==> config.mk <==
export PLATFORM = sky130hd
export DESIGN_NAME = bpe_lerp_mul
export DESIGN_NICKNAME = d
export VERILOG_FILES = /design/src/hdl/bpe_pkg.sv /design/src/hdl/bpe_lerp_mul.sv
export SDC_FILE = /design/constraint.sdc
export NUM_CORES = 1
export LEC_CHECK = 0
export BUFFER_PORTS_ARGS = -buffer_cell sky130_fd_sc_hd__buf_4
export CORE_ASPECT_RATIO = 0.5
export CORE_UTILIZATION = 55
export DETAILED_ROUTE_END_ITERATION = 8
export PLACE_DENSITY = 0.8
export RECOVER_POWER = 50
export SLEW_MARGIN = 20
export SYNTH_ARGS = -nofsm -noshare
export SYNTH_HDL_FRONTEND = slang
export SYNTH_SLANG_ARGS = --single-unit
==> constraint.sdc <==
create_clock -name vclk -period 8.4
set_input_delay 0.42 -clock vclk [all_inputs]
set_output_delay 0.42 -clock vclk [all_outputs]
set_load 0.1 [all_outputs]
==> src/hdl/bpe_pkg.sv <==
// Shared types and constants for the Bezier point evaluator.
// No dependencies; every other file in the block imports this package.
package bpe_pkg;

	// Coordinate and parameter formats
	localparam int COORD_W   = 16;          // signed Q8.8
	localparam int NUM_AXES  = 3;           // x, y, z
	localparam int NUM_PTS   = 4;           // control point registers
	localparam int MAX_DEGREE = 3;
	localparam int FRAC_W    = 16;          // t is Q1.16
	localparam int T_W       = FRAC_W + 1;  // 0 .. 1.0 inclusive
	localparam int PROD_W    = (COORD_W + 1) + (T_W + 1);
	localparam int QUO_W     = PROD_W - FRAC_W;
	localparam int SUM_W     = QUO_W + 1;
	localparam int ROUND_HALF = 1 << (FRAC_W - 1);

	// Configuration port
	localparam int CFG_W     = NUM_AXES * COORD_W;
	localparam int CFG_IDX_W = 3;
	localparam int DEG_W     = 2;
	localparam int DEGREE_RESET = 3;

	// Pipeline depth: input, three levels of (multiply, round/add)
	localparam int NUM_STAGES = 7;

	typedef logic signed [COORD_W-1:0] coord_t;
	typedef logic signed [PROD_W-1:0]  prod_t;
	typedef logic [T_W-1:0]            param_t;
	typedef logic [CFG_W-1:0]          cpoint_t;
	typedef logic [DEG_W-1:0]          degree_t;

	localparam param_t T_ONE     = param_t'(1 << FRAC_W);
	localparam coord_t COORD_MAX = {1'b0, {(COORD_W-1){1'b1}}};
	localparam coord_t COORD_MIN = {1'b1, {(COORD_W-1){1'b0}}};

	// Register map
	typedef enum logic [CFG_IDX_W-1:0] {
		REG_DEGREE = 3'd0,
		REG_CP0    = 3'd1,
		REG_CP1    = 3'd2,
		REG_CP2    = 3'd3,
		REG_CP3    = 3'd4
	} cfg_reg_t;

	// Stage load enables and valid bits from the flow control
	typedef struct packed {
		logic [NUM_STAGES-1:0] load;
		logic [NUM_STAGES-1:0] vld;
	} flow_t;

endpackage

==> src/hdl/bpe_lerp_mul.sv <==
// First half of one interpolation step: t * (q - p).
// Depends on bpe_pkg.
module bpe_lerp_mul import bpe_pkg::*; (
	input  coord_t p,
	input  coord_t q,
	input  param_t t,
	output prod_t  prod
);

	logic signed [COORD_W:0] diff;
	prod_t diff_x;
	prod_t t_x;

	// difference needs one extra bit; t is zero-extended to stay positive
	always_comb begin
		diff   = {q[COORD_W-1], q} - {p[COORD_W-1], p};
		diff_x = {{(PROD_W-COORD_W-1){diff[COORD_W]}}, diff};
		t_x    = {{(PROD_W-T_W){1'b0}}, t};
		prod   = diff_x * t_x;
	end

endmodule

Word level (Yosys, flattened, before mapping)
Index checks and enable logic that the tools add are counted.

word-level totals
  register bits after elaboration = 0
  input bits = 49
  logic and storage cells = 2
  output and inout bits = 35

cells by class
  $mul = 1
  $add $sub $neg = 1

operator list
  operator                      count
  multiplier 17 x 18 -> 35 bit  1
  subtractor 16 x 16 -> 17 bit  1

Depth between registers and ports, before layout
Gate-level depths: netlist of the first run.

  depth in word-level cells = 2
  mapped depth = 31
  gate-level depth less buffers = 30

Worst setup path before layout of the first run
Ideal clock, no wire load.

  path kind = in2out
  start = input q[0]
  end = output prod[30]
  slack = -1344 ps
  stages on the path = 30
  buffers on the path = 2
  required time = 7980 ps
  data arrival time = 9324 ps
  path through = inv_1 > ha_1 > fa_1 > nand2b_1 > a21boi_2 > o21a_4 > o311a_4 > nor2_1 > xnor2_1 > clkbuf_1 > nand2_1 > fa_1 > inv_1 > fa_1 > inv_1 > fa_1 > inv_1 > fa_1 > fa_1 > inv_1 > fa_1 > inv_1 > ha_1 > clkbuf_1 > and3_1 > o21a_1 > a221oi_1 > a211o_1 > and4b_1 > a311oi_1

on the way
  longest elaborated chain between the ends = 2

ends and longest elaborated chain
  what                          RTL line            source
  from (decl)                   bpe_lerp_mul.sv:5   input coord_t q,
  subtractor 16 x 16 -> 17 bit  bpe_lerp_mul.sv:16  diff = {q[COORD_W-1], q} - {p[COORD_W-1], p};
  multiplier 17 x 18 -> 35 bit  bpe_lerp_mul.sv:19  prod = diff_x * t_x;
  to (decl)                     bpe_lerp_mul.sv:7   output prod_t prod

Every way passes these cells.

Worst setup path after layout of the first run
  start = input q[0]
  end = output prod[27]

Same word-level chain as after synthesis.

==> results of run 1 <==
-- synthesized netlist by cell type (all sizes together) (2+ instances only) --
cell and number:
a2111oi 2, a211o 3, a211oi 6, a21boi 4, a21o 12, a21oi 49, a222oi 3, a311oi 7
a31oi 16, and2 54, and3 30, and4b 2, buf 9, clkbuf 94, fa 225, ha 144
inv 318, nand2 198, nand2b 13, nand3 63, nand4 17, nor2 36, nor2b 62, nor3 32
nor3b 3, nor4 5, o2111ai 2, o211ai 25, o21a 15, o21ai 43, o221ai 2, o311a 13
o311ai 17, o31ai 3, or2 6, or3 2, or4 2, xnor2 22, xor2 15
-- logic make-up after synthesis --
group | share of synthesized area (%)
compound gates | 12.77
buf+inv | 12.97
mux | 0.09029
xor+xnor | 2.599
fa+ha+maj | 50.57
simple gates | 21.00
-- final cells by class --
cell class                      instances  area, µm²
Timing Repair Buffer                  148       1119
Inverter                              318       1194
Tap cell                              300      375.4
Fill cell                            1870       8105
Multi-Input combinational cell       1163      11170
-- layer usage --
| layer | track usage, % | part of all wire, % | wire length [µm] |
|---|---|---|---|
| met4 | 6.990 | 2.8 | 977 |
| met5 | 0 | 0 | 0 |
| met2 | 50.35 | 45 | 15950 |
| met1 | 41.21 | 41 | 14360 |
| met3 | 6.892 | 11 | 4003 |
-- what timing repair did --
| item | 4_1_cts | 5_1_grt |
|---|---|---|
| hold buffers | 0 | 0 |
| setup endpoints to repair | 3 | 13 |
| pin swaps | 0 | 11 |
| gates cloned | 0 | 2 |
| setup buffers | 0 | 5 |
| resized for setup | 7 | 41 |
-- path summary, 6_finish.rpt --
check	from	to	slack (ns)
min	t[0]	prod[1]	1.64
max	q[0]	prod[27]	0.22
-- critical path: cells and delay by family --
kind,cells,cell delay [ns]
compound gates,8,1.77
xor+xnor,1,0.19
fa+ha+maj,9,3.65
buf+inv,8,0.76
simple gates,5,0.95
-- per-stage QoR --
stage	setup WS, ns	hold slack, ns	cell area (µm²)
global route	-0.03803	1.684	13860
finish	0.2157	1.642	13860
global placement	0.06544	1.391	13650
floorplan	-0.3771	1.442	12620
detailed placement	-0.01872	1.397	13650
CTS	0.04408	1.397	13680
==> impl_results.md, run 1 <==
* Routed WL at 35290 µm
* Post-synth top area cell: fa_1
* Layout Nets at 2049
* CP arrival at 7.76 ns
* Number of global-route vias before repair at 11510
* Critical Path RT at 7.98 ns
* Die span in y at 108.5 µm
* DR WL/cell at 18.29 µm
* Clkbuf count at 0
* Setup_tns at 0 ns
* Max Slew Vio Count at 0
* Mapped Nets at 2001
* 1st-iter DRT viols at 1285
* # DRC at 0
* Vias per inst at 5.942
* Synth top area share at 36.12%
* Post-Layout Cell Count at 1929
* Worst-margin pin slew at 1.195 ns
* Fin crit share at 97.43%
* Fmax at 122.2 MHz
* Inst Count DP at 1922
* Hold Path Depth at 4
* Hold/Removal Path Class: input port to primary output
* Max Cap Viol at 0
* Largest net degree at the start of global routing at 36
* Register area at 0 µm²
* IO Pins at 84
* Global route total overflow at 0
* Status: completed
* Rel. slew slack at 20.66%
* Drt first pass iters at 7
* Setup CP Type: input port to primary output
* Post-route ant nets at 0
* FF+latch count at 0
* Most common cell on crit path: fa_1
* Fin crit period at 8.184 ns
* Netlist Area Pre-Place at 12470 µm²
* Critical path capture point type: primary output
* Top cells by area, synth: fa_1 36%, ha_1 14%, inv_1 9.5%
* Finished Core Util at 63.10%
* Core area at 21970 µm²
* Max FO, Critical Path at 9
* Full die area at 23320 µm²
* Register area share after synthesis at 0%
* P&R area growth vs syn at 11.15%
* DIE WIDTH at 215.0 µm
* Initial antenna violation count at 0
* Diodes inserted at 0
* Row cnt at 38
* First-pass GRT wire length at 57060 µm
* IO Port Bufs at 84
* Avg Cell Area, Syn at 7.878 µm²
* Mapped Cells at 1583
* Most frequent cells in the layout: 317 x inv_1, 224 x fa_1, 198 x nand2_1
* Synthesis warning total at 0
* GPL Wtd Cong at 0.9619
* CP peak stage delay at 0.52 ns
* Commonest non-fill, non-tap cell in the layout: inv_1
* Layout cell share with drive strength beyond 1 at 12.46%
* Distinct cells, synth at 64
* Starting Density at 56.77%
* Overall routing resource usage at 30.54%
* Dpl hpwl at 27980 µm
* DR vias at 11460
* Endpoints failing hold at 0
* Worst setup SP type: input port
* # setup viols final at 0
* Crit-path slowest cell: fa_1
Power of run 1 is not shown: default switching activity piles up to over one toggle a cycle in this logic, so the estimate is an artifact.
==> run 2, diff against run 1 <==
CORE_UTILIZATION = 60   (was 55)
PLACE_DENSITY = 0.85   (was 0.8)
==> impl_results.md, run 2 (synthesis results as in run 1) <==
* Dpl ws at 0.009854 ns
* Global route total overflow at 0
* Worst-margin pin slew at 1.208 ns
* Fin crit share at 97.76%
* Rel. slew slack at 19.79%
* Finished Core Util at 69.53%
* DIE WIDTH at 205.9 µm
* DR WL/cell at 19.31 µm
* Layout Nets at 2051
* Die span in y at 103.9 µm
* # DRC at 0
* Diodes inserted at 0
* Starting Density at 62.64%
* P&R area growth vs syn at 11.01%
* Max FO, Critical Path at 10
* # setup viols final at 0
* Hold/Removal Path Class: input port to primary output
* Core area at 19910 µm²
* IO Pins at 84
* Register area at 0 µm²
* Max Cap Viol at 0
* Largest net degree at the start of global routing at 36
* DR vias at 11660
* Hold slack at 1.674 ns
* Critical path capture point type: primary output
* FF+latch count at 0
* Critical Path RT at 7.98 ns
* Overall routing resource usage at 34.69%
* IO Port Bufs at 84
* Crit-path slowest cell: fa_1
* First-pass GRT wire length at 59320 µm
* Post-Layout Cell Count at 1897
* Area of the multi-input gates at 11170 µm²
* Row cnt at 36
* Commonest non-fill, non-tap cell in the layout: inv_1
* 1st-iter DRT viols at 1127
* Max Slew Vio Count at 0
* Full die area at 21400 µm²
* Clkbuf count at 0
* Endpoints failing hold at 0
* GPL Wtd Cong at 0.9516
* Status: completed
* Fin crit period at 8.212 ns
* CP peak stage delay at 0.60 ns
* Routed WL at 36620 µm
* Setup WS post-layout at 0.1883 ns
* Drt first pass iters at 7
* Setup CP Type: input port to primary output
* Number of global-route vias before repair at 12030
* Most common cell on crit path: fa_1
* Post-route ant nets at 0
* Inst Count DP at 1893
* Fill cells at 1571
* Most frequent cells in the layout: 317 x inv_1, 223 x fa_1, 198 x nand2_1
* Layout cell share with drive strength beyond 1 at 12.32%
* Fmax at 121.8 MHz
* Worst setup SP type: input port
* Initial antenna violation count at 0
* CTS hold repair buffers at 0
* Dpl hpwl at 29070 µm
* Vias per inst at 6.145
* CP arrival at 7.79 ns
[run 2: layout make-up]
cell class                 count  share of cell area [%]
inverter                     318                   8.623
timing repair buffer         151                   8.279
tap                          266                   2.404
multi-input combinational   1162                   80.69
[run 2: worst paths after layout]
check / from / endpoint / slack (ns) / cells after the start
max: p[0] / prod[33] / 0.19 / 30
min: t[0] / prod[0] / 1.67 / 3
[run 2: stage by stage]
step	setup TNS, ns	instance area, µm²
after global routing	-0.1961	13840
after detailed placement	0	13660
after global placement	0	13660
after floorplan	-0.3771	12620
after CTS	0	13660
final	0	13840
[run 2: timing repair]
action,CTS,global route
pin swaps,0,7
gates resized for setup,1,47
setup endpoints to repair,1,13
buffers inserted,0,4
[run 2: layer usage]
layer	wire (µm)	vias up	GRT usage (%)	part of all wire (%)
met3	4292	112	8.177	12
met1	14530	5701	47.05	40
li1	-	5159	-	-
met5	0	-	0	0
met4	1028	0	8.351	2.8
met2	16780	685	56.06	46
[run 2: worst max-delay path: cells and delay by family]
family	cells	cell delay (ns)
buffers and inverters	7	0.89
xor gates and xnor gates	2	0.34
adders and majority gates	9	3.94
AOI/OAI and AO/OA	6	1.29
and+or+nand+nor	6	0.90
Power of run 2 is left out for the same reason.
