--- config.mk ---
export PLATFORM = sky130hd
export DESIGN_NAME = bpe_lerp_fin
export DESIGN_NICKNAME = d
export VERILOG_FILES = /design/src/hdl/bpe_pkg.sv /design/src/hdl/bpe_lerp_fin.sv
export SDC_FILE = /design/constraint.sdc
export NUM_CORES = 1
export LEC_CHECK = 0
export ABC_AREA = 1
export BUFFER_PORTS_ARGS = -buffer_cell sky130_fd_sc_hd__buf_2
export CAP_MARGIN = 20
export CORE_UTILIZATION = 40
export DETAILED_ROUTE_END_ITERATION = 10
export GPL_TIMING_DRIVEN = 0
export PLACE_DENSITY = 0.67
export SYNTH_ARGS = -nofsm -noshare
export SYNTH_HDL_FRONTEND = slang
export SYNTH_SLANG_ARGS = --single-unit
--- constraint.sdc ---
create_clock -name vclk -period 3.9
set_clock_uncertainty 0.05 [all_clocks]
set_input_delay 0.39 -clock vclk [all_inputs]
set_output_delay 0.39 -clock vclk [all_outputs]
set_load 0.05 [all_outputs]
--- src/hdl/bpe_pkg.sv ---
// Shared types and constants for the Bezier point evaluator.
// No dependencies; every other file in the block imports this package.
package bpe_pkg;

	// Coordinate and parameter formats
	localparam int COORD_W   = 16;          // signed Q8.8
	localparam int NUM_AXES  = 3;           // x, y, z
	localparam int NUM_PTS   = 4;           // control point registers
	localparam int MAX_DEGREE = 3;
	localparam int FRAC_W    = 16;          // t is Q1.16
	localparam int T_W       = FRAC_W + 1;  // 0 .. 1.0 inclusive
	localparam int PROD_W    = (COORD_W + 1) + (T_W + 1);
	localparam int QUO_W     = PROD_W - FRAC_W;
	localparam int SUM_W     = QUO_W + 1;
	localparam int ROUND_HALF = 1 << (FRAC_W - 1);

	// Configuration port
	localparam int CFG_W     = NUM_AXES * COORD_W;
	localparam int CFG_IDX_W = 3;
	localparam int DEG_W     = 2;
	localparam int DEGREE_RESET = 3;

	// Pipeline depth: input, three levels of (multiply, round/add)
	localparam int NUM_STAGES = 7;

	typedef logic signed [COORD_W-1:0] coord_t;
	typedef logic signed [PROD_W-1:0]  prod_t;
	typedef logic [T_W-1:0]            param_t;
	typedef logic [CFG_W-1:0]          cpoint_t;
	typedef logic [DEG_W-1:0]          degree_t;

	localparam param_t T_ONE     = param_t'(1 << FRAC_W);
	localparam coord_t COORD_MAX = {1'b0, {(COORD_W-1){1'b1}}};
	localparam coord_t COORD_MIN = {1'b1, {(COORD_W-1){1'b0}}};

	// Register map
	typedef enum logic [CFG_IDX_W-1:0] {
		REG_DEGREE = 3'd0,
		REG_CP0    = 3'd1,
		REG_CP1    = 3'd2,
		REG_CP2    = 3'd3,
		REG_CP3    = 3'd4
	} cfg_reg_t;

	// Stage load enables and valid bits from the flow control
	typedef struct packed {
		logic [NUM_STAGES-1:0] load;
		logic [NUM_STAGES-1:0] vld;
	} flow_t;

endpackage

--- src/hdl/bpe_lerp_fin.sv ---
// Second half of one interpolation step: round to nearest (ties up),
// add the base point and saturate. Depends on bpe_pkg.
module bpe_lerp_fin import bpe_pkg::*; (
	input  coord_t p,
	input  prod_t  prod,
	output coord_t r
);

	prod_t                 rnd;
	logic [QUO_W-1:0]      quo;
	logic [SUM_W-1:0]      sum;
	logic [SUM_W-COORD_W:0] top;

	always_comb begin
		// floor((prod + half) / 2^FRAC_W) is an arithmetic shift
		rnd = prod + PROD_W'(ROUND_HALF);
		quo = rnd[PROD_W-1:FRAC_W];
		sum = {{(SUM_W-COORD_W){p[COORD_W-1]}}, p} + {quo[QUO_W-1], quo};
		top = sum[SUM_W-1:COORD_W-1];
		// clamp when the upper bits are not a plain sign extension
		if ((&top) || (~|top)) begin
			r = sum[COORD_W-1:0];
		end else if (sum[SUM_W-1]) begin
			r = COORD_MIN;
		end else begin
			r = COORD_MAX;
		end
	end

endmodule

### Yosys cells after proc, flatten, opt, wreduce, memory -nomap -nowiden

Cells that the tools add are included.

* output and inout port bits: 16
* flip-flop bits (word level): 0
* bits of input ports: 51
* word-level logic and storage cells: 8

* $add $sub $neg: 2
* reductions and logical operators: 4
* multiplexer cells: 2

Operator list (number)
* $add 35x17->35 const B: 1
* $mux 16: 2
* $add 16x19->20: 1
* $reduce_and 5->1: 1
* $reduce_or 5->1: 1
* $logic_not 1->1: 1
* $logic_or 1x1->1: 1

### Logic depth before layout (Yosys ltp)

Gate-level depths: netlist of the first run.

* depth after elaboration: 6
* gate-level depth with buffers: 25
* mapped depth without buffers: 24

### Least setup slack after synthesis of the first run

No wires, ideal clock.

* kind: input to output
* start: in prod[15]
* end: out r[10]
* stages: 21
* buffers on the path: 1
* data required time: 3.460 ns
* arrival: 3.250 ns
* path slack: 0.210 ns
* cells stage by stage: ha_1 -> nand2_1 -> nor2_2 -> nand2_1 -> nor3_2 -> nand2_1 -> nor3_2 -> and2_2 -> nand3_1 -> xor2_1 -> ha_1 -> nand2_1 -> o21ai_0 -> a21oi_1 -> nand2_2 -> nand2_2 -> nand2_4 -> inv_2 -> nand2_4 -> buf_12 -> nand2_1

* longest elaborated chain between the ends: 6
* elaborated cells on any way between the ends: 8
* classes of those cells: 2 x add/sub; 2 x mux; 4 x reduce/logical

Ends and longest elaborated chain
* from (decl): RTL line bpe_lerp_fin.sv:5 `input prod_t prod,`
* $add 35x17->35 (*): RTL line bpe_lerp_fin.sv:16 `rnd = prod + PROD_W'(ROUND_HALF);`
* $add 16x19->20 (*): RTL line bpe_lerp_fin.sv:18 `sum = {{(SUM_W-COORD_W){p[COORD_W-1]}}, p} + {quo[QUO_W-1], quo};`
* $reduce_or 5->1: RTL line bpe_lerp_fin.sv:21 `if ((&top) || (~|top)) begin`
* $logic_not 1->1: RTL line bpe_lerp_fin.sv:21
* $logic_or 1x1->1: RTL line bpe_lerp_fin.sv:21
* $mux 16 (*): RTL line bpe_lerp_fin.sv:21
* to (decl): RTL line bpe_lerp_fin.sv:6 `output coord_t r`

Mark *: on every way between the ends. The rest lies on a longest branch, timed or not.

### Worst setup path in the final report of the first run

Same ends and word-level chain as after synthesis.

==> results.ini, run 1 <==
[logic_synthesis]
synthCells = 318
syn_area_um2 = 1770
yosysSeqAreaShare_pct = 0
synth_fp_nets = 394
ys_types = 29
syn_area_per_cell_um2 = 5.58
yosysWarnings = 0

[floorplan]
fp.dieW_um = 68.6
dieArea_um2 = 4710
fp.dieH_um = 68.6
initial_core_util_pct = 43.1
core_area_um2 = 4120
io_pins = 67
rows = 23

[global_route]
grt_usage_pct = 19.6
grt_pass1_wl_um = 7260
grt_pass1_vias = 1729
grt.overflow.total = 0
antenna_found_initial = 0
grt_max_degree = 11

[critical_path]
end_kind = primary output
cp-start-kind = primary input
cp_max_fo = 7
cpMaxStageDelayCell = ha_1
crit_chain = buf_6 -> ha_4 -> nand2_4 -> nor2_4 -> nand2_2 -> nor3_4 -> nand2_2 -> nor3_4 -> and2_4 -> nand3_2 -> xor2_1 -> ha_1 -> a21oi_2 -> o21ai_1 -> nor2_1 -> nand2_1 -> nand2_1 -> nand2_2 -> nor2_2 -> nand2_2 -> nand2_4 -> buf_12 -> nand2_2 -> buf_6
max_stage_delay_ns = 0.36
criticalPathCategory = primary input to primary output
critPathArrivalTime_ns = 3.27
cp_common_cell = nand2_2
worstPathRequired_ns = 3.46

[sta]
max_freq_mhz = 269
hold_slack_ns = 1.28
min_period_over_period_pct = 95.2
hold_viol = 0
relSlewSlack_pct = 82.5
layout_setup_ws_ns = 0.188
drv_slew = 0
worst_pin_slew_ns = 0.263
setup_viol = 0
period_minus_slack_ns = 3.71

[layout]
seq_cell_count = 0
area_growth_pct = 44.5
clock_buffers = 0
layout_commonest_cell = nand2_1
final_cell_area_um2 = 2560
layout-drive-gt1-share_pct = 37.1
layoutNonFillerInstCount = 433
fin_nets = 461
nFillCells = 405
most-common-layout-cells = nand2_1, inv_1, buf_2
regArea_um2 = 0
diodes = 0

[power]
vdd_ir_drop_max_mv = 0.108
switching_power_mw = 0.415
switching_share_pct = 62.6
pwr-share-seq_pct = 0
clkPwrFrac_pct = 0
p_int_mw = 0.248
powerDensity_nw_per_um2 = 259
post-layout-total-power_mw = 0.663
power_frac_comb_pct = 100.0
p_leak_nw = 1.41

[placed_design]
dpl.cell_count = 420
dp_hpwl_um = 3620
place_area_um2 = 2100
numPortBuffers = 52
pre_cts_ws_ns = -0.122
gp_congestion = 0.863

[route]
drt-pass1-iter-count = 4
drc_errors = 0
vias = 2023
drt-initial-drc-count = 86
wire_per_inst_um = 10.6
antenna_left = 0
routed_wl_um = 4590
vias_per_cell = 4.67

[run_status]
outcome = finished, final reports clean

[job]
cap_violations = 0

[min_path]
hold_class = primary input to primary output

-- synthesized netlist by cell type, types with 2 or more instances --
master   count  area [um^2]
o21ai_0      4         20.0
nand2_4      3         33.8
inv_2        3         11.3
nor3_2       2         20.0
nand3_1     14         70.1
nor2_2       3         18.8
nor3_1       3         15.0
ha_1        24          300
a21oi_1     19         95.1
nand2_2      8         50.1
inv_1       50          188
nor2_1      23         86.3
nand3_2      5         50.1
nand2_1    115          432
xnor2_1     10         87.6
xor2_1      19          166
-- timing repair --
| action | 4_1_cts | 5_1_grt |
|---|---|---|
| endpoints found under the setup margin | 15 | 15 |
| hold buffers | 0 | 0 |
| pin swaps | 17 | 31 |
| setup buffers | 7 | 6 |
| cloned | 1 | 0 |
| gates resized for setup | 37 | 56 |
-- metal layers --
| metal | track usage [%] | vias to the layer above | part of all wire (%) |
|---|---|---|---|
| met3 | 0 | 0 | 2.4 |
| met4 | 0 | 0 | 0 |
| met5 | 0 | - | 0 |
| met1 | 28.1 | 872 | 49 |
| met2 | 34.6 | 38 | 49 |
| li1 | - | 1113 | - |
-- logic make-up (layout without fill, tap and decap cells) --
group / after synthesis / in the layout / share of synthesized area, %
AND/OR/NAND/NOR: 183 / 183 / 46.3
buffers and inverters: 55 / 120 / 13.0
XOR/XNOR: 29 / 29 / 14.3
AO/OA/AOI/OAI: 26 / 26 / 8.32
adder cells (fa/ha/maj): 25 / 25 / 18.1
-- final cells by class --
type                            instances  area, um^2  area share, %
Multi-Input combinational cell        263        1800           70.3
Tap cell                               50        62.6           2.44
Timing Repair Buffer                   65         468           18.3
Buffer                                  2        31.3           1.22
Inverter                               53         199           7.76
-- final timing paths --
| check | depth (start not counted) | endpoint | from | slack (ns) |
|---|---|---|---|---|
| hold / removal | 5 | r[0] | p[0] | 1.28 |
| setup / recovery | 24 | r[10] | prod[15] | 0.19 |
-- worst max-delay path, delay by kind of cell --
| family | cells | cell delay [ns] |
|---|---|---|
| buffers and inverters | 3 | 0.38 |
| AOI/OAI and AO/OA | 2 | 0.22 |
| xor gates and xnor gates | 1 | 0.18 |
| and+or+nand+nor | 16 | 1.59 |
| adders and majority gates | 2 | 0.50 |
-- power groups by stage --
stage          clock network (mW)  registers (mW)  logic [mW]
6_report                        0               0       0.663
5_1_grt                         0               0       0.717
3_5_place_dp                    0               0       0.527
4_1_cts                         0               0       0.600
2_1_floorplan                   0               0       0.414
3_3_place_gp                    0               0       0.523
-- through the flow --
step,setup TNS (ns),utilization [%]
after floorplan,0,-
after global placement,-0.920,51.0
after detailed placement,-1.03,51.0
after CTS,0,56.3
after global routing,-0.223,62.3
final,0,62.3
No activity file was read; power rests on OpenSTA's default activity.
==> run 2: changes to the inputs <==
- PLACE_DENSITY: 0.67 -> 0.68
==> run 2 against run 1 <==
Compared with the run above: worst setup slack improved by 0.0054 ns; critical endpoint is now r[8]; via count rose by 1.6%; critical path type unchanged; combinational power fell by 8.4%; sequential share of layout area did not move; core utilization fell by 3.3 points; final area fell by 5.2%; flip-flop and latch count did not move; critical path depth rose by 3; largest power group unchanged; global-route usage rose by 0.075 points; final cell count fell by 0.23%; count of clock-buffer cells in the layout did not move.
==> results.ini, run 2 (synthesis results as in run 1) <==
[run_status]
outcome = finished, final reports clean

[critical_path]
end_kind = primary output
critPathCapture = r[8]
worstPathRequired_ns = 3.46
criticalPathCategory = primary input to primary output
cp-start-kind = primary input
crit_path_start = prod[15]
cp_max_fo = 7
critPathArrivalTime_ns = 3.27

[floorplan]
fp.dieW_um = 68.6
initial_core_util_pct = 43.1
io_pins = 67
core_area_um2 = 4120
rows = 23
dieArea_um2 = 4710
fp.dieH_um = 68.6

[sta]
hold_viol = 0
setup_tns_ns = 0
hold_slack_ns = 1.28
drv_slew = 0
layout_setup_ws_ns = 0.194
worst_pin_slew_ns = 0.281
min_period_over_period_pct = 95.0
max_freq_mhz = 270
setup_viol = 0
relSlewSlack_pct = 81.3
period_minus_slack_ns = 3.71

[global_route]
grt.overflow.total = 0
antenna_found_initial = 0
grt_pass1_vias = 1777
grt_usage_pct = 19.7
grt_pass1_wl_um = 7330
grt_max_degree = 11

[placed_design]
dpl.cell_count = 420
gp_congestion = 0.870
dp_hpwl_um = 3650
numPortBuffers = 52
pre_cts_ws_ns = -0.109
place_area_um2 = 2100

[route]
routed_wl_um = 4490
wire_per_inst_um = 10.4
antenna_left = 0
drc_errors = 0
drt-initial-drc-count = 54
vias = 2055
vias_per_cell = 4.76
drt-pass1-iter-count = 4

[layout]
postLayoutCoreUtil_pct = 59.0
area_growth_pct = 37.0
nFillCells = 438
layout-drive-gt1-share_pct = 34.0
layout_commonest_cell = nand2_1
final_cell_area_um2 = 2430
regArea_um2 = 0
diodes = 0
most-common-layout-cells = nand2_1, inv_1, buf_2
seq_cell_count = 0
clock_buffers = 0
fin_nets = 460
layoutNonFillerInstCount = 432

[cts]
hold_buffers = 0

[power]
p_leak_nw = 1.36
post-layout-total-power_mw = 0.607
powerDensity_nw_per_um2 = 250
vdd_ir_drop_max_mv = 0.128

[min_path]
hold_class = primary input to primary output
min_from = p[0]

[job]
cap_violations = 0

## run 2: changes by cell type in the layout (fill, tap and decap cells not counted), moves of 2 or more
cell / change
nand2_2: -3
nor2_2: +3
a21oi_2: -3
a21oi_1: +3
nand2_1: +9
buf_6: +3
nand2_4: -6
nor2_1: -2
buf_8: -4
## run 2: routing by layer
metal / GRT usage [%] / up-vias / routed length (um)
li1: - / 1113 / -
met2: 32.7 / 42 / 2170
met3: 0.164 / 0 / 136
met5: 0 / - / 0
met4: 1.30 / 0 / 0
met1: 29.2 / 900 / 2190
## run 2: worst min path at each step
stage	endpoint	slack, ns	cells past startpoint
after global placement	r[0]	1.28	5
final	r[0]	1.28	5
after global routing	r[0]	1.32	5
after CTS	r[0]	1.28	5
after floorplan	r[15]	1.19	4
after detailed placement	r[0]	1.28	5
## run 2: where the power goes
| group | total, mW | internal (mW) | switching, mW |
|---|---|---|---|
| Combinational | 0.607 | 0.217 | 0.390 |
| Clock | 0 | 0 | 0 |
| Sequential | 0 | 0 | 0 |
## run 2: cell type report
cell class / count / area [um^2] / area share [%]
multi-input cells: 263 / 1720 / 70.6
inverters: 53 / 199 / 8.19
plain buffers: 2 / 31.3 / 1.29
repair buffers: 64 / 422 / 17.4
well taps: 50 / 62.6 / 2.57
## run 2: what timing repair did
item	in CTS	in global routing
hold endpoints to repair	0	0
buffers inserted	7	4
pin swaps	10	20
gates cloned	0	1
endpoints found under the setup margin	10	16
gates resized for setup	26	43
## run 2: worst max-delay path, stage by stage
cell and delay, ns:
buf_4 0.10, ha_4 0.14, nand2_2 0.07, nor2_4 0.10, nand2_2 0.07, nor3_4 0.14, nand2_2 0.11, nor3_4 0.13
and2_4 0.18, a21oi_1 0.06, a21oi_1 0.15, ha_1 0.32, nand2_2 0.13, inv_2 0.05, nand2_1 0.06, nand2_1 0.05
a21oi_2 0.12, nand2_1 0.06, nand2_1 0.07, nand2_2 0.07, nor2_2 0.11, nand3_2 0.08, nand2_4 0.12, buf_6 0.12
nand2_1 0.05, nand2_1 0.08, buf_6 0.15
==> run 3: changes to the inputs <==
- CORE_ASPECT_RATIO: unset -> 1.2
==> run 3 against run 2 <==
Compared with the run above: via count increased by 2.8%; wire length increased by 10%; die area about the same; combinational power increased by 14%; final cell count increased by 2.8%; sequential share of layout area unchanged; core utilization increased by 3.7 points; flip-flop and latch count unchanged; maximum frequency decreased by 0.72%; largest cell class unchanged.
==> results.ini, run 3 (synthesis results as in run 1) <==
[sta]
period_minus_slack_ns = 3.73
worst_pin_slew_ns = 0.256
max_freq_mhz = 268
setup_viol = 0
relSlewSlack_pct = 82.9
min_period_over_period_pct = 95.7
drv_slew = 0
layout_setup_ws_ns = 0.167
hold_viol = 0

[min_path]
hold_class = primary input to primary output
min_from = p[0]

[power]
p_int_mw = 0.267
power_frac_comb_pct = 100.0
switching_power_mw = 0.422
pwr-share-seq_pct = 0
vdd_ir_drop_max_mv = 0.156
p_leak_nw = 1.44
clkPwrFrac_pct = 0
powerDensity_nw_per_um2 = 258
switching_share_pct = 61.2

[route]
antenna_left = 0
dr_wl_met2_um = 2770
drc_errors = 0
drt-pass1-iter-count = 4
met1Wirelength_um = 1970
drt-initial-drc-count = 101
routed_wl_um = 4940
route.met3.wl_um = 99
wire_per_inst_um = 11.1
vias_per_cell = 4.76
maxUsedRoutingLayer = met4
vias = 2113

[floorplan]
fp.dieW_um = 62.8
fp.dieH_um = 75.0
core_area_um2 = 4260
initial_core_util_pct = 41.6
dieArea_um2 = 4710
io_pins = 67
rows = 26

[layout]
fin_nets = 466
area_growth_pct = 50.6
seq_cell_count = 0
regArea_um2 = 0
diodes = 0
multi_input_area_um2 = 1860
layout-drive-gt1-share_pct = 41.5
clock_buffers = 0
layout_commonest_cell = nand2_1
most-common-layout-cells = nand2_1, inv_1, buf_2
nFillCells = 439
postLayoutCoreUtil_pct = 62.7

[critical_path]
crit_path_start = prod[15]
cp-start-kind = primary input
criticalPathCategory = primary input to primary output
critPathArrivalTime_ns = 3.29
worstPathRequired_ns = 3.46
cp_max_fo = 6
end_kind = primary output

[placed_design]
gp_congestion = 0.895
dp_hpwl_um = 3780
pre_cts_ws_ns = -0.253
numPortBuffers = 52

[global_route]
grt_pass1_wl_um = 7990
antenna_found_initial = 0
grt.overflow.total = 0
grt_pass1_vias = 2007
grt_max_degree = 8
grt_usage_pct = 20.3

[job]
cap_violations = 0

[cts]
hold_buffers = 0

[run_status]
outcome = finished, final reports clean

## run 3: cell types whose count changed in the layout (fill, tap and decap cells not counted), sizes merged
cell and change:
buf +6
## run 3: layer usage
layer	GRT usage, %	vias up
met5	0	-
met4	2.84	0
met3	0.303	10
met2	44.0	51
met1	22.3	928
li1	-	1124
## run 3: worst paths after layout
check | endpoint | slack [ns] | cells after the start
min | r[0] | 1.21 | 5
max | r[14] | 0.17 | 23
## run 3: timing repair
item / 4_1_cts / 5_1_grt
setup endpoints to repair: 15 / 15
setup buffers: 10 / 7
gates cloned: 2 / 0
pin swaps: 19 / 33
gates resized for setup: 50 / 67
## run 3: through the flow
step	setup TNS (ns)	hold slack (ns)	area, um^2	power, mW	std cells
6_report	0	1.21	2670	0.689	444
5_1_grt	-0.397	1.30	2670	0.744	444
4_1_cts	-0.0681	1.28	2380	0.623	438
3_5_place_dp	-2.75	1.27	2100	0.529	426
3_3_place_gp	-1.39	1.28	2100	0.525	426
2_1_floorplan	0	1.19	1770	0.414	318
## run 3: final cells by class
class / count / area share [%]
tap: 56 / 2.62
buffer: 1 / 0.421
multi-input combinational: 263 / 69.6
timing repair buffer: 71 / 19.9
inverter: 53 / 7.44
## run 3: worst max-delay path, cell delays in order
cell     delay [ns]
buf_6          0.08
ha_4           0.15
nand2_4        0.06
nor2_4         0.09
nand2_2        0.07
nor3_4         0.15
nand2_2        0.10
nor3_4         0.15
and2_4         0.21
nand3_2        0.07
xor2_1         0.15
ha_2           0.33
a21oi_2        0.18
o21ai_2        0.08
nor2_2         0.16
nand3_1        0.12
nand2_2        0.12
nand3_2        0.10
nand2_4        0.12
buf_6          0.13
nand2_1        0.08
nand2_4        0.08
buf_8          0.14
## run 3: power by group through the flow
stage | Combinational (mW) | Sequential [mW] | Clock (mW)
after CTS | 0.623 | 0 | 0
after floorplan | 0.414 | 0 | 0
after global placement | 0.525 | 0 | 0
after detailed placement | 0.529 | 0 | 0
final | 0.689 | 0 | 0
after global routing | 0.744 | 0 | 0
