`config.mk`:
```
export PLATFORM = sky130hd
export DESIGN_NAME = bpe_flow
export DESIGN_NICKNAME = d
export VERILOG_FILES = /design/src/hdl/bpe_pkg.sv /design/src/hdl/bpe_flow.sv
export SDC_FILE = /design/constraint.sdc
export NUM_CORES = 1
export LEC_CHECK = 0
export BUFFER_PORTS_ARGS = -buffer_cell sky130_fd_sc_hd__buf_2
export CORE_AREA = 4 4 41 43
export DETAILED_ROUTE_END_ITERATION = 10
export DIE_AREA = 0 0 45 47
export PLACE_DENSITY = 0.43
export SYNTH_ARGS = -nofsm -noshare
export SYNTH_HDL_FRONTEND = slang
export SYNTH_SLANG_ARGS = --single-unit
export TNS_END_PERCENT = 100
```
`constraint.sdc`:
```
create_clock -name clk -period 1.35 [get_ports clk]
set_clock_uncertainty 0.1 [all_clocks]
set_input_delay 0 -clock clk [delete_from_list [all_inputs] [get_ports clk]]
set_output_delay 0 -clock clk [all_outputs]
set_load 0.01 [all_outputs]
```
`src/hdl/bpe_pkg.sv`:
```
// Shared types and constants for the Bezier point evaluator.
// No dependencies; every other file in the block imports this package.
package bpe_pkg;

	// Coordinate and parameter formats
	localparam int COORD_W   = 16;          // signed Q8.8
	localparam int NUM_AXES  = 3;           // x, y, z
	localparam int NUM_PTS   = 4;           // control point registers
	localparam int MAX_DEGREE = 3;
	localparam int FRAC_W    = 16;          // t is Q1.16
	localparam int T_W       = FRAC_W + 1;  // 0 .. 1.0 inclusive
	localparam int PROD_W    = (COORD_W + 1) + (T_W + 1);
	localparam int QUO_W     = PROD_W - FRAC_W;
	localparam int SUM_W     = QUO_W + 1;
	localparam int ROUND_HALF = 1 << (FRAC_W - 1);

	// Configuration port
	localparam int CFG_W     = NUM_AXES * COORD_W;
	localparam int CFG_IDX_W = 3;
	localparam int DEG_W     = 2;
	localparam int DEGREE_RESET = 3;

	// Pipeline depth: input, three levels of (multiply, round/add)
	localparam int NUM_STAGES = 7;

	typedef logic signed [COORD_W-1:0] coord_t;
	typedef logic signed [PROD_W-1:0]  prod_t;
	typedef logic [T_W-1:0]            param_t;
	typedef logic [CFG_W-1:0]          cpoint_t;
	typedef logic [DEG_W-1:0]          degree_t;

	localparam param_t T_ONE     = param_t'(1 << FRAC_W);
	localparam coord_t COORD_MAX = {1'b0, {(COORD_W-1){1'b1}}};
	localparam coord_t COORD_MIN = {1'b1, {(COORD_W-1){1'b0}}};

	// Register map
	typedef enum logic [CFG_IDX_W-1:0] {
		REG_DEGREE = 3'd0,
		REG_CP0    = 3'd1,
		REG_CP1    = 3'd2,
		REG_CP2    = 3'd3,
		REG_CP3    = 3'd4
	} cfg_reg_t;

	// Stage load enables and valid bits from the flow control
	typedef struct packed {
		logic [NUM_STAGES-1:0] load;
		logic [NUM_STAGES-1:0] vld;
	} flow_t;

endpackage

```
`src/hdl/bpe_flow.sv`:
```
// Valid bits and per-stage load enables for the evaluation pipeline.
// Bubbles collapse; a stage loads when empty or when its successor loads.
// Depends on bpe_pkg.
module bpe_flow import bpe_pkg::*; (
	input  logic  clk,
	input  logic  arst_n,
	input  logic  in_valid,
	input  logic  out_ready,
	output flow_t flow
);

	logic [NUM_STAGES-1:0] vld_q;
	logic [NUM_STAGES-1:0] load;

	// load chain from the output end back to the input
	always_comb begin
		load[NUM_STAGES-1] = !vld_q[NUM_STAGES-1] || out_ready;
		for (int k = NUM_STAGES - 2; k >= 0; k--) begin
			load[k] = !vld_q[k] || load[k+1];
		end
	end

	// valid bits travel with the data
	always_ff @(posedge clk or negedge arst_n) begin
		if (!arst_n) begin
			vld_q <= '0;
		end else begin
			if (load[0]) begin
				vld_q[0] <= in_valid;
			end
			for (int k = 1; k < NUM_STAGES; k++) begin
				if (load[k]) begin
					vld_q[k] <= vld_q[k-1];
				end
			end
		end
	end

	assign flow.load = load;
	assign flow.vld  = vld_q;

endmodule

```
# After elaboration in Yosys (flattened, before gate mapping)
# Index checks and enable logic that the tools add are counted.
[classes]
reduce_logical = 14
[op_table]
columns = ["op", "n"]
rows = [
  ["$logic_not A1 Y1", 7],
  ["$logic_or A1 B1 Y1", 7],
]
[word_totals]
reg_bits = 7
inputBits = 4
out_inout_bits = 14
elab_cells = 21

# Depth between registers and ports, before layout
# Gate-level depths: netlist of the first run.
[depth]
ltp_word = 8
ltp_mapped = 3
ltp_nobuf = 2

# Least setup slack after synthesis of the first run
# Ideal clock, no wire load.
[synth_timing]
path_type = "register to register"
startpoint = "register vld_q[5]"
endpoint = "register vld_q[0]"
setup_ps = 120
arrival_time_ps = 961
required_time_ps = 1130
slack_ps = 168
stages_incl_launch_ff = 4
path_buffers = 1
synth_period_minus_slack_ps = 1182
cell_sequence = "dfrtp_1 and4b_1 buf_6 a41o_1"
[synth_between]
elab_chain_len = 7
[synth_rtl]
columns = ["item", "line_no", "source"]
rows = [
  ["start, declared", "bpe_flow.sv:12", "logic [NUM_STAGES-1:0] vld_q;"],
  ["start signal, assigned by index", "bpe_flow.sv:33", "vld_q[k] <= vld_q[k-1];"],
  ["$logic_not A1 Y1", "bpe_flow.sv:19", "load[k] = !vld_q[k] || load[k+1];"],
  ["$logic_or A1 B1 Y1 (6 in series)", "bpe_flow.sv:19", ""],
]
# Every way passes these cells.
# A chain may end at the register's enable or synchronous reset.

==> results of run 1 <==
==> cell families after synthesis <==
group | synth area share
buffers and inverters | 0.0675
AO/OA/AOI/OAI | 0.114
flip-flops | 0.591
AND/OR/NAND/NOR | 0.228
==> worst paths after layout <==
| path | start | end | slack [ns] |
|---|---|---|---|
| max | vld_q[6]$_DFFE_PN0P_ | flow[7] | 0.06 |
| min in group clk | out_ready | vld_q[2]$_DFFE_PN0P_ | 0.20 |
| min | arst_n | vld_q[3]$_DFFE_PN0P_ | 0.02 |
| max in group asynchronous | arst_n | vld_q[0]$_DFFE_PN0P_ | 0.97 |
| min reg2reg | vld_q[2]$_DFFE_PN0P_ | vld_q[3]$_DFFE_PN0P_ | 0.37 |
| max reg2reg | vld_q[6]$_DFFE_PN0P_ | vld_q[0]$_DFFE_PN0P_ | 0.13 |
==> Yosys cell counts, drive strengths merged <==
master	n
or2	1
and2	1
nand2b	3
nand3b	1
nand3	1
a31o	1
dfrtp	7
a41o	1
nand2	2
buf	2
nand4	1
inv	1
and4b	1
a21o	2
==> metal layers <==
layer | up-vias | wire, um
met5 | - | 0
met4 | 0 | 0
met3 | 0 | 95
met2 | 15 | 295
met1 | 130 | 369
li1 | 137 | -
==> report_power, final <==
part	internal (W)	switching [W]	total, W	leakage [nW]
logic	0.0000895	0.000103	0.000192	0.124
clock network	0.000112	0.0000722	0.000185	0.0150
registers	0.000242	0.0000317	0.000273	0.0738
==> critical path, delay by kind of cell (launching register included) <==
kind / cells / cell delay [ns]
buffers and inverters: 1 / 0.16
DFF: 1 / 0.39
and+or+nand+nor: 2 / 0.40
==> timing repair <==
action	CTS	global route
hold buffers	3	0
endpoints found under the hold margin	10	0
pin swaps	0	2
setup buffers	0	1
setup endpoints to repair	4	4
resized for setup	1	0
gates cloned	0	1
==> through the flow <==
step	utilization	power [W]
4_1_cts	0.339	0.000645
3_3_place_gp	0.295	0.000445
6_report	0.353	0.000650
2_1_floorplan	-	0.000386
5_1_grt	0.353	0.000691
3_5_place_dp	0.295	0.000450
==> area by class of cell <==
class / count / area [um2] / share of cell area
Sequential cell: 7 / 175 / 0.381
Clock buffer: 4 / 26.3 / 0.0572
Inverter: 1 / 3.75 / 0.00817
Timing Repair Buffer: 21 / 123 / 0.267
Tap cell: 15 / 18.8 / 0.0409
Multi-Input combinational cell: 16 / 113 / 0.245
==> impl_metrics.toml, run 1 <==
[global_route]
grt_max_degree = 11
grt_pass1_vias = 281
grtUsageMet1 = 0.0907
grt_usage = 0.0764
busiest_layer = "met2"
antenna_found_initial = 0
grt-ovfl-total = 0
grt_use_met3 = 0.0307
met2_usage = 0.121
grt_pass1_wl_um = 1170

[min_path]
hold_path.class = "in2async"

[placed_design]
gp_congestion = 0.770
dp.cells = 55
place_area_um2 = 384
io_buffers = 17
hpwl_um = 534
preCtsSetupSlack_ns = 0.157

[yosys]
synth.net_count = 29
ys_seq_area_frac = 0.591
ys_seq_elements = 7
syn_area_um2 = 297
synthTopCellsByArea = "dfrtp_1, nand2b_1, a21o_1"
synth_top_cell_by_area = "dfrtp_1"
yosysWarningCount = 0
synth_top_area_share = 0.591
synthDistinctLibCells = 15
avgSynthCellArea_um2 = 11.9
synthCells = 25

[sta]
worst_pin_slew_ns = 0.192
finalCritPeriodShare = 0.954
slew_viol_final = 0
rsz0062_at_grt = "yes"
whs_ns = 0.0238
setup_tns_ns = 0
setup_viol = 0
setup_slack_ns = 0.0617
max_clock_freq_mhz = 776
period_needed_ns = 1.29
timing.slew.headroom = 0.872
finalHoldViolCount = 0

[cells_and_area]
final_common_cell = "buf_2"
drive_gt1_frac = 0.449
syn_to_final_growth_pct = 54.9
largestRegisters = "vld_q: 7 flops"
largest_reg_flops = 7
antenna_cells = 0
instances_no_fill = 64
nFillCells = 148
postLayoutCellArea_um2 = 459
largest-register = "vld_q"
finalNetCount = 54
layout.cells.most_common_list = "buf_2, dfrtp_1, nand2b_1, clkbuf_4, dlygate4sd3_1"

[critical_path]
crit_type = "reg2out"
slowest_delay_ns = 0.39
endpoint_kind = "output pin"
crit_fanout = 5
slowest_stage = "dfrtp_1"
crit_chain = "and4b_2 -> nand4_1 -> buf_2"
required_ns = 1.25
start_kind = "flop"
r2r_cells = 3
critPathArrivalTime_ns = 1.19

[route]
drt-wirelength-per-cell_um = 11.9
drtIter0Drc = 3
first_pass_iters = 4
via_count = 282
drc = 0
ant_nets = 0
drt_wl_total_um = 760
routed_via_density = 4.41

[power_and_ir_drop]
vdd_drop_max_uv = 500
cellLeakagePower_nw = 0.213
power-per-cell-area_mw_per_mm2 = 1420

[die]
die_w_um = 45
dieHeight_um = 47
dieArea_mm2 = 0.00212
coreArea_mm2 = 0.00130
rows = 13
initial_utilization = 0.228
io_pins = 18

[clock_network]
cts_inserted_buffers = 3
cts_tree = "done"
htreeDepth = 1
root_buffer = "clkbuf_4"
numClockSinks = 7
cts_buffer_depth = 2
clk_pin_slew_ns = 0.05
insertion_delay_ns = 0.24

[run_status]
outcome = "completed"

[job]
cap_viol_max_count = 0
No activity file was read; power rests on OpenSTA's default activity.
==> inputs of run 2 (changes only) <==
--- a/config.mk
+++ b/config.mk
@@ -9,7 +9,8 @@
 export CORE_AREA = 4 4 41 43
 export DETAILED_ROUTE_END_ITERATION = 10
 export DIE_AREA = 0 0 45 47
-export PLACE_DENSITY = 0.43
+export PLACE_DENSITY = 0.45
+export SETUP_SLACK_MARGIN = 0.2
 export SYNTH_ARGS = -nofsm -noshare
 export SYNTH_HDL_FRONTEND = slang
 export SYNTH_SLANG_ARGS = --single-unit
==> constraint.sdc (replaced) <==
create_clock -name clk -period 1.09 [get_ports clk]
set_clock_uncertainty 0.1 [all_clocks]
set_input_delay 0 -clock clk [delete_from_list [all_inputs] [get_ports clk]]
set_output_delay 0 -clock clk [all_outputs]
set_load 0.01 [all_outputs]
==> run 2 against run 1 <==
The run now ends with setup timing left. Routed wire length up 29%. Worst hold slack worse by 0.0020 ns. Critical path type unchanged. Final cell count up 16%. Flip-flop and latch count unchanged. Largest power group is now combinational logic. Clock power up 25%. Highest routed layer unchanged.
==> impl_metrics.toml, run 2 (synthesized netlist as in run 1, its figures left out) <==
[cells_and_area]
largestRegisters = "vld_q: 7 flops"
nFillCells = 135
instances_no_fill = 74
largest-register = "vld_q"
largest_reg_flops = 7
antenna_cells = 0
drive_gt1_frac = 0.627
final_common_cell = "buf_2"
finalNetCount = 64
postLayoutCellArea_um2 = 597
syn_to_final_growth_pct = 101
layout.cells.most_common_list = "buf_2, buf_6, dfrtp_1"
utilization = 0.459

[placed_design]
hpwl_um = 553
dp.cells = 57
io_buffers = 17
place_area_um2 = 399
gp_congestion = 0.756

[critical_path]
crit_fanout = 5
start_kind = "flop"
critPathArrivalTime_ns = 1.16
crit_chain = "and4b_2 -> nand4_1 -> buf_2"
slowest_stage = "dfrtp_1"
cp.buffers_inverters = 1
crit_type = "reg2out"
required_ns = 0.99
slowest_delay_ns = 0.37
endpoint_kind = "output pin"
crit_family = "simple AND/OR/NAND/NOR gates"
reg2reg_setup_slack_ns = -0.17

[clock_network]
cts_inserted_buffers = 3
numClockSinks = 7
insertion_delay_ns = 0.25
root_buffer = "clkbuf_4"
clk_pin_slew_ns = 0.05
cts_buffer_depth = 2
htreeDepth = 1
cts_tree = "done"

[route]
drtIter0Drc = 2
routed_via_density = 4.51
drc = 0
ant_nets = 0
via_count = 334
drt_wl_total_um = 981
first_pass_iters = 3
drt-wirelength-per-cell_um = 13.3

[sta]
worst_pin_slew_ns = 0.164
finalHoldViolCount = 0
slew_viol_final = 0
max_clock_freq_mhz = 791
timing.slew.headroom = 0.891
period_needed_ns = 1.26
setup_tns_ns = -1.64
finalCritPeriodShare = 1.16
rsz0062_at_grt = "yes"
setup_slack_ns = -0.173
setup_viol = 14

[global_route]
grtUsageMet1 = 0.123
grt_pass1_vias = 363
grt-ovfl-total = 0
grt_pass1_wl_um = 1590
grt_usage = 0.113
busiest_layer = "met2"
antenna_found_initial = 0
grt_use_met3 = 0.0460
grt_max_degree = 8
met2_usage = 0.184

[run_status]
outcome = "finished, violations left"
violations = "setup timing"

[job]
cap_viol_max_count = 0

[die]
dieArea_mm2 = 0.00212
die_w_um = 45
dieHeight_um = 47
initial_utilization = 0.228
coreArea_mm2 = 0.00130
io_pins = 18
rows = 13

[min_path]
hold_path.class = "in2async"

[power_and_ir_drop]
cellLeakagePower_nw = 0.295
power-per-cell-area_mw_per_mm2 = 1620
vdd_drop_max_uv = 531
[run 2: cell count changes in the layout (fill, tap and decap cells not counted), sizes merged]
cell and change:
buf +11, dlygate4sd3 -1
[run 2: final timing paths]
check,startpoint,endpoint,cells after the start
worst max-delay path,vld_q[5]$_DFFE_PN0P_,flow[7],3
worst min-delay path,arst_n,vld_q[5]$_DFFE_PN0P_,2
worst max register to register,vld_q[5]$_DFFE_PN0P_,vld_q[2]$_DFFE_PN0P_,4
worst min register to register,vld_q[2]$_DFFE_PN0P_,vld_q[3]$_DFFE_PN0P_,1
max in group asynchronous,arst_n,vld_q[2]$_DFFE_PN0P_,2
min in group clk,out_ready,vld_q[6]$_DFFE_PN0P_,4
[run 2: power breakdown]
group | internal [W] | leakage (nW) | switching (W) | total, W
sequential | 0.000299 | 0.0738 | 0.0000348 | 0.000334
combinational | 0.000231 | 0.206 | 0.000172 | 0.000403
clock | 0.000139 | 0.0150 | 0.0000917 | 0.000231
total | 0.000670 | 0.295 | 0.000299 | 0.000969
[run 2: repair_timing]
item | CTS | global route
setup buffers | 9 | 1
endpoints found under the setup margin | 17 | 21
endpoints found under the hold margin | 9 | 0
pin swaps | 10 | 6
gates cloned | 1 | 0
resized for setup | 12 | 3
hold buffers | 2 | 0
[run 2: through the flow]
step / worst slack (ns) / total power (W) / hold WS, ns
after detailed placement: -0.0831 / 0.000572 / -0.260
after global routing: -0.257 / 0.00104 / 0.0439
final: -0.173 / 0.000969 / 0.0218
after floorplan: -0.0781 / 0.000478 / -0.396
after global placement: -0.0427 / 0.000568 / -0.261
after CTS: -0.178 / 0.000952 / -0.00672
[run 2: cell type report]
| type | instances | area (um2) | share of cell area |
|---|---|---|---|
| Multi-Input combinational cell | 16 | 130 | 0.218 |
| Timing Repair Buffer | 31 | 243 | 0.407 |
| Sequential cell | 7 | 175 | 0.294 |
| Tap cell | 15 | 18.8 | 0.0314 |
| Clock buffer | 4 | 26.3 | 0.0440 |
| Inverter | 1 | 3.75 | 0.00629 |
[run 2: layer usage]
| metal | vias to the layer above | part of all wire |
|---|---|---|
| met4 | 0 | 0 |
| met2 | 15 | 0.53 |
| met1 | 164 | 0.39 |
| met5 | - | 0 |
| li1 | 155 | - |
| met3 | 0 | 0.082 |
==> inputs of run 3 (changes only) <==
--- a/config.mk
+++ b/config.mk
@@ -5,11 +5,12 @@
 export SDC_FILE = /design/constraint.sdc
 export NUM_CORES = 1
 export LEC_CHECK = 0
-export BUFFER_PORTS_ARGS = -buffer_cell sky130_fd_sc_hd__buf_2
 export CORE_AREA = 4 4 41 43
+export CTS_BUF_LIST = sky130_fd_sc_hd__clkbuf_8
 export DETAILED_ROUTE_END_ITERATION = 10
 export DIE_AREA = 0 0 45 47
-export PLACE_DENSITY = 0.45
+export DONT_BUFFER_PORTS = 1
+export PLACE_DENSITY = 0.32
 export SETUP_SLACK_MARGIN = 0.2
 export SYNTH_ARGS = -nofsm -noshare
 export SYNTH_HDL_FRONTEND = slang
==> run 3 against run 2 <==
The run ends with hold timing, setup timing left. Clock power up 57%. Sequential share of layout area grew 10 points. Count of clock-buffer cells in the layout is 1 lower. Combinational power shrank 40%. Total power shrank 3.0%. Final cell count is 28% lower. Via count shrank 25%. Maximum frequency up 6.7%. Utilization is 12 points lower. Non-clock buffer count shrank 21. Die area unchanged. Global-route usage fell by 2.9 points. Critical endpoint unchanged.
==> impl_metrics.toml, run 3 (synthesized netlist as in run 1, its figures left out) <==
[clock_network]
cts_inserted_buffers = 3
insertion_delay_ns = 0.22
clk_pin_slew_ns = 0.04
root_buffer = "clkbuf_8"
numClockSinks = 7
cts_tree = "done"
cts_buffer_depth = 2
htreeDepth = 1
ctsHoldBuffers = 2

[critical_path]
slowest_delay_ns = 0.37
crit_family = "simple AND/OR/NAND/NOR gates"
critPathArrivalTime_ns = 1.08
setup.worst_path.start = "vld_q[6]$_DFFE_PN0P_"
required_ns = 0.99
slowest_stage = "dfrtp_1"
crit_chain = "and4b_2 -> nand4_1"
cp.buffers_inverters = 0
worstReg2RegStart = "vld_q[6]$_DFFE_PN0P_"
crit_fanout = 5
start_kind = "flop"
endpoint_kind = "output pin"
crit_type = "reg2out"

[route]
drt_wl_total_um = 776
first_pass_iters = 4
drc = 0
ant_nets = 0
via_count = 249
drtIter0Drc = 2
drt-wirelength-per-cell_um = 14.6
routed_via_density = 4.70

[sta]
max_clock_freq_mhz = 845
setup_tns_ns = -0.357
whs_ns = -0.132
finalCritPeriodShare = 1.09
timing.slew.headroom = 0.782
slew_viol_final = 0
setup_viol = 9
setup_slack_ns = -0.0939
rsz0062_at_grt = "yes"
period_needed_ns = 1.18
finalHoldViolCount = 2
worst_pin_slew_ns = 0.326

[global_route]
grt_pass1_wl_um = 1160
grt_usage = 0.0845
grt_pass1_vias = 226
grt-ovfl-total = 0
antenna_found_initial = 0
grt_max_degree = 8

[die]
rows = 13
die_w_um = 45
initial_utilization = 0.228
dieHeight_um = 47
coreArea_mm2 = 0.00130
io_pins = 18
dieArea_mm2 = 0.00212

[cells_and_area]
drive_gt1_frac = 0.395
syn_to_final_growth_pct = 50.2
layout.cells.most_common_list = "buf_4, dfrtp_1, clkbuf_8"
final_common_cell = "buf_4"
antenna_cells = 0
postLayoutCellArea_um2 = 445
largest_reg_flops = 7
largest-register = "vld_q"
largestRegisters = "vld_q: 7 flops"
finalNetCount = 43

[job]
cap_viol_max_count = 0

[power_and_ir_drop]
vdd_drop_max_uv = 661
p_int_w = 0.000660
power_frac_clock = 0.385
swShare = 0.298
power-per-cell-area_mw_per_mm2 = 2110
pwr-share-seq = 0.357
switchingPower_w = 0.000280
power_frac_comb = 0.258
cellLeakagePower_nw = 0.201

[run_status]
outcome = "finished, violations left"
violations = "hold timing, setup timing"

[placed_design]
io_buffers = 0
place_area_um2 = 352
hpwl_um = 532
gp_congestion = 0.682

[min_path]
worstHoldStart = "out_ready"
hold_path.class = "in2reg"
## run 3: changes by cell type in the layout (fill, tap and decap cells not counted), moves of 2 or more
cell	before	now
clkbuf_8	0	3
buf_4	6	8
buf_6	10	0
clkbuf_4	3	0
buf_2	13	0
## run 3: path summary, 6_finish.rpt
kind                       depth (start not counted)              endpoint  slack [ns]
max                                                2               flow[7]       -0.09
min                                                2  vld_q[6]$_DFFE_PN0P_       -0.13
max reg2reg                                        2  vld_q[0]$_DFFE_PN0P_       -0.03
min reg2reg                                        2  vld_q[3]$_DFFE_PN0P_        0.48
max in group asynchronous                          1  vld_q[0]$_DFFE_PN0P_        0.64
min in group asynchronous                          1  vld_q[3]$_DFFE_PN0P_        0.01
## run 3: worst reg2reg max path: cells and delay by family (launching register included)
kind | cells | cell delay [ns]
simple gates | 1 | 0.29
flops | 1 | 0.39
compound gates | 1 | 0.23
## run 3: what timing repair did
item | 4_1_cts | 5_1_grt
endpoints found under the setup margin | 14 | 17
gates resized for setup | 3 | 0
buffers inserted | 1 | 0
hold endpoints to repair | 10 | 2
cloned | 1 | 0
pin swaps | 4 | 0
## run 3: per-layer routing
| layer | global-route usage | share of wire | up-vias |
|---|---|---|---|
| li1 | - | - | 115 |
| met1 | 0.0981 | 0.43 | 116 |
| met2 | 0.105 | 0.42 | 16 |
| met3 | 0.0460 | 0.15 | 2 |
| met4 | 0.0877 | 0.0052 | 0 |
| met5 | 0 | 0 | - |
## run 3: power by group through the flow
stage | Clock, W | Sequential, W | Combinational, W
floorplan | 0 | 0.000353 | 0.000125
global placement | 0 | 0.000332 | 0.000210
detailed placement | 0 | 0.000331 | 0.000217
CTS | 0.000375 | 0.000333 | 0.000249
global route | 0.000387 | 0.000341 | 0.000270
finish | 0.000362 | 0.000335 | 0.000243
## run 3: layout make-up
class	instances	area [um2]
clock buffers	3	41.3
clock inverters	1	5.00
fillers	140	856
inverters	1	3.75
multi-input cells	16	121
flip-flops and latches	7	175
well taps	15	18.8
repair buffers	10	80.1
## run 3: metrics by stage
stage / hold WS (ns) / std cells / utilization / setup WS [ns] / power (W)
after floorplan: -0.396 / 25 / - / -0.0781 / 0.000478
after global placement: -0.395 / 45 / 0.270 / -0.0382 / 0.000542
after detailed placement: -0.395 / 45 / 0.270 / -0.0736 / 0.000548
after CTS: -0.136 / 53 / 0.342 / -0.109 / 0.000957
after global routing: -0.125 / 53 / 0.342 / -0.158 / 0.000997
final: -0.132 / 53 / 0.342 / -0.0939 / 0.000940
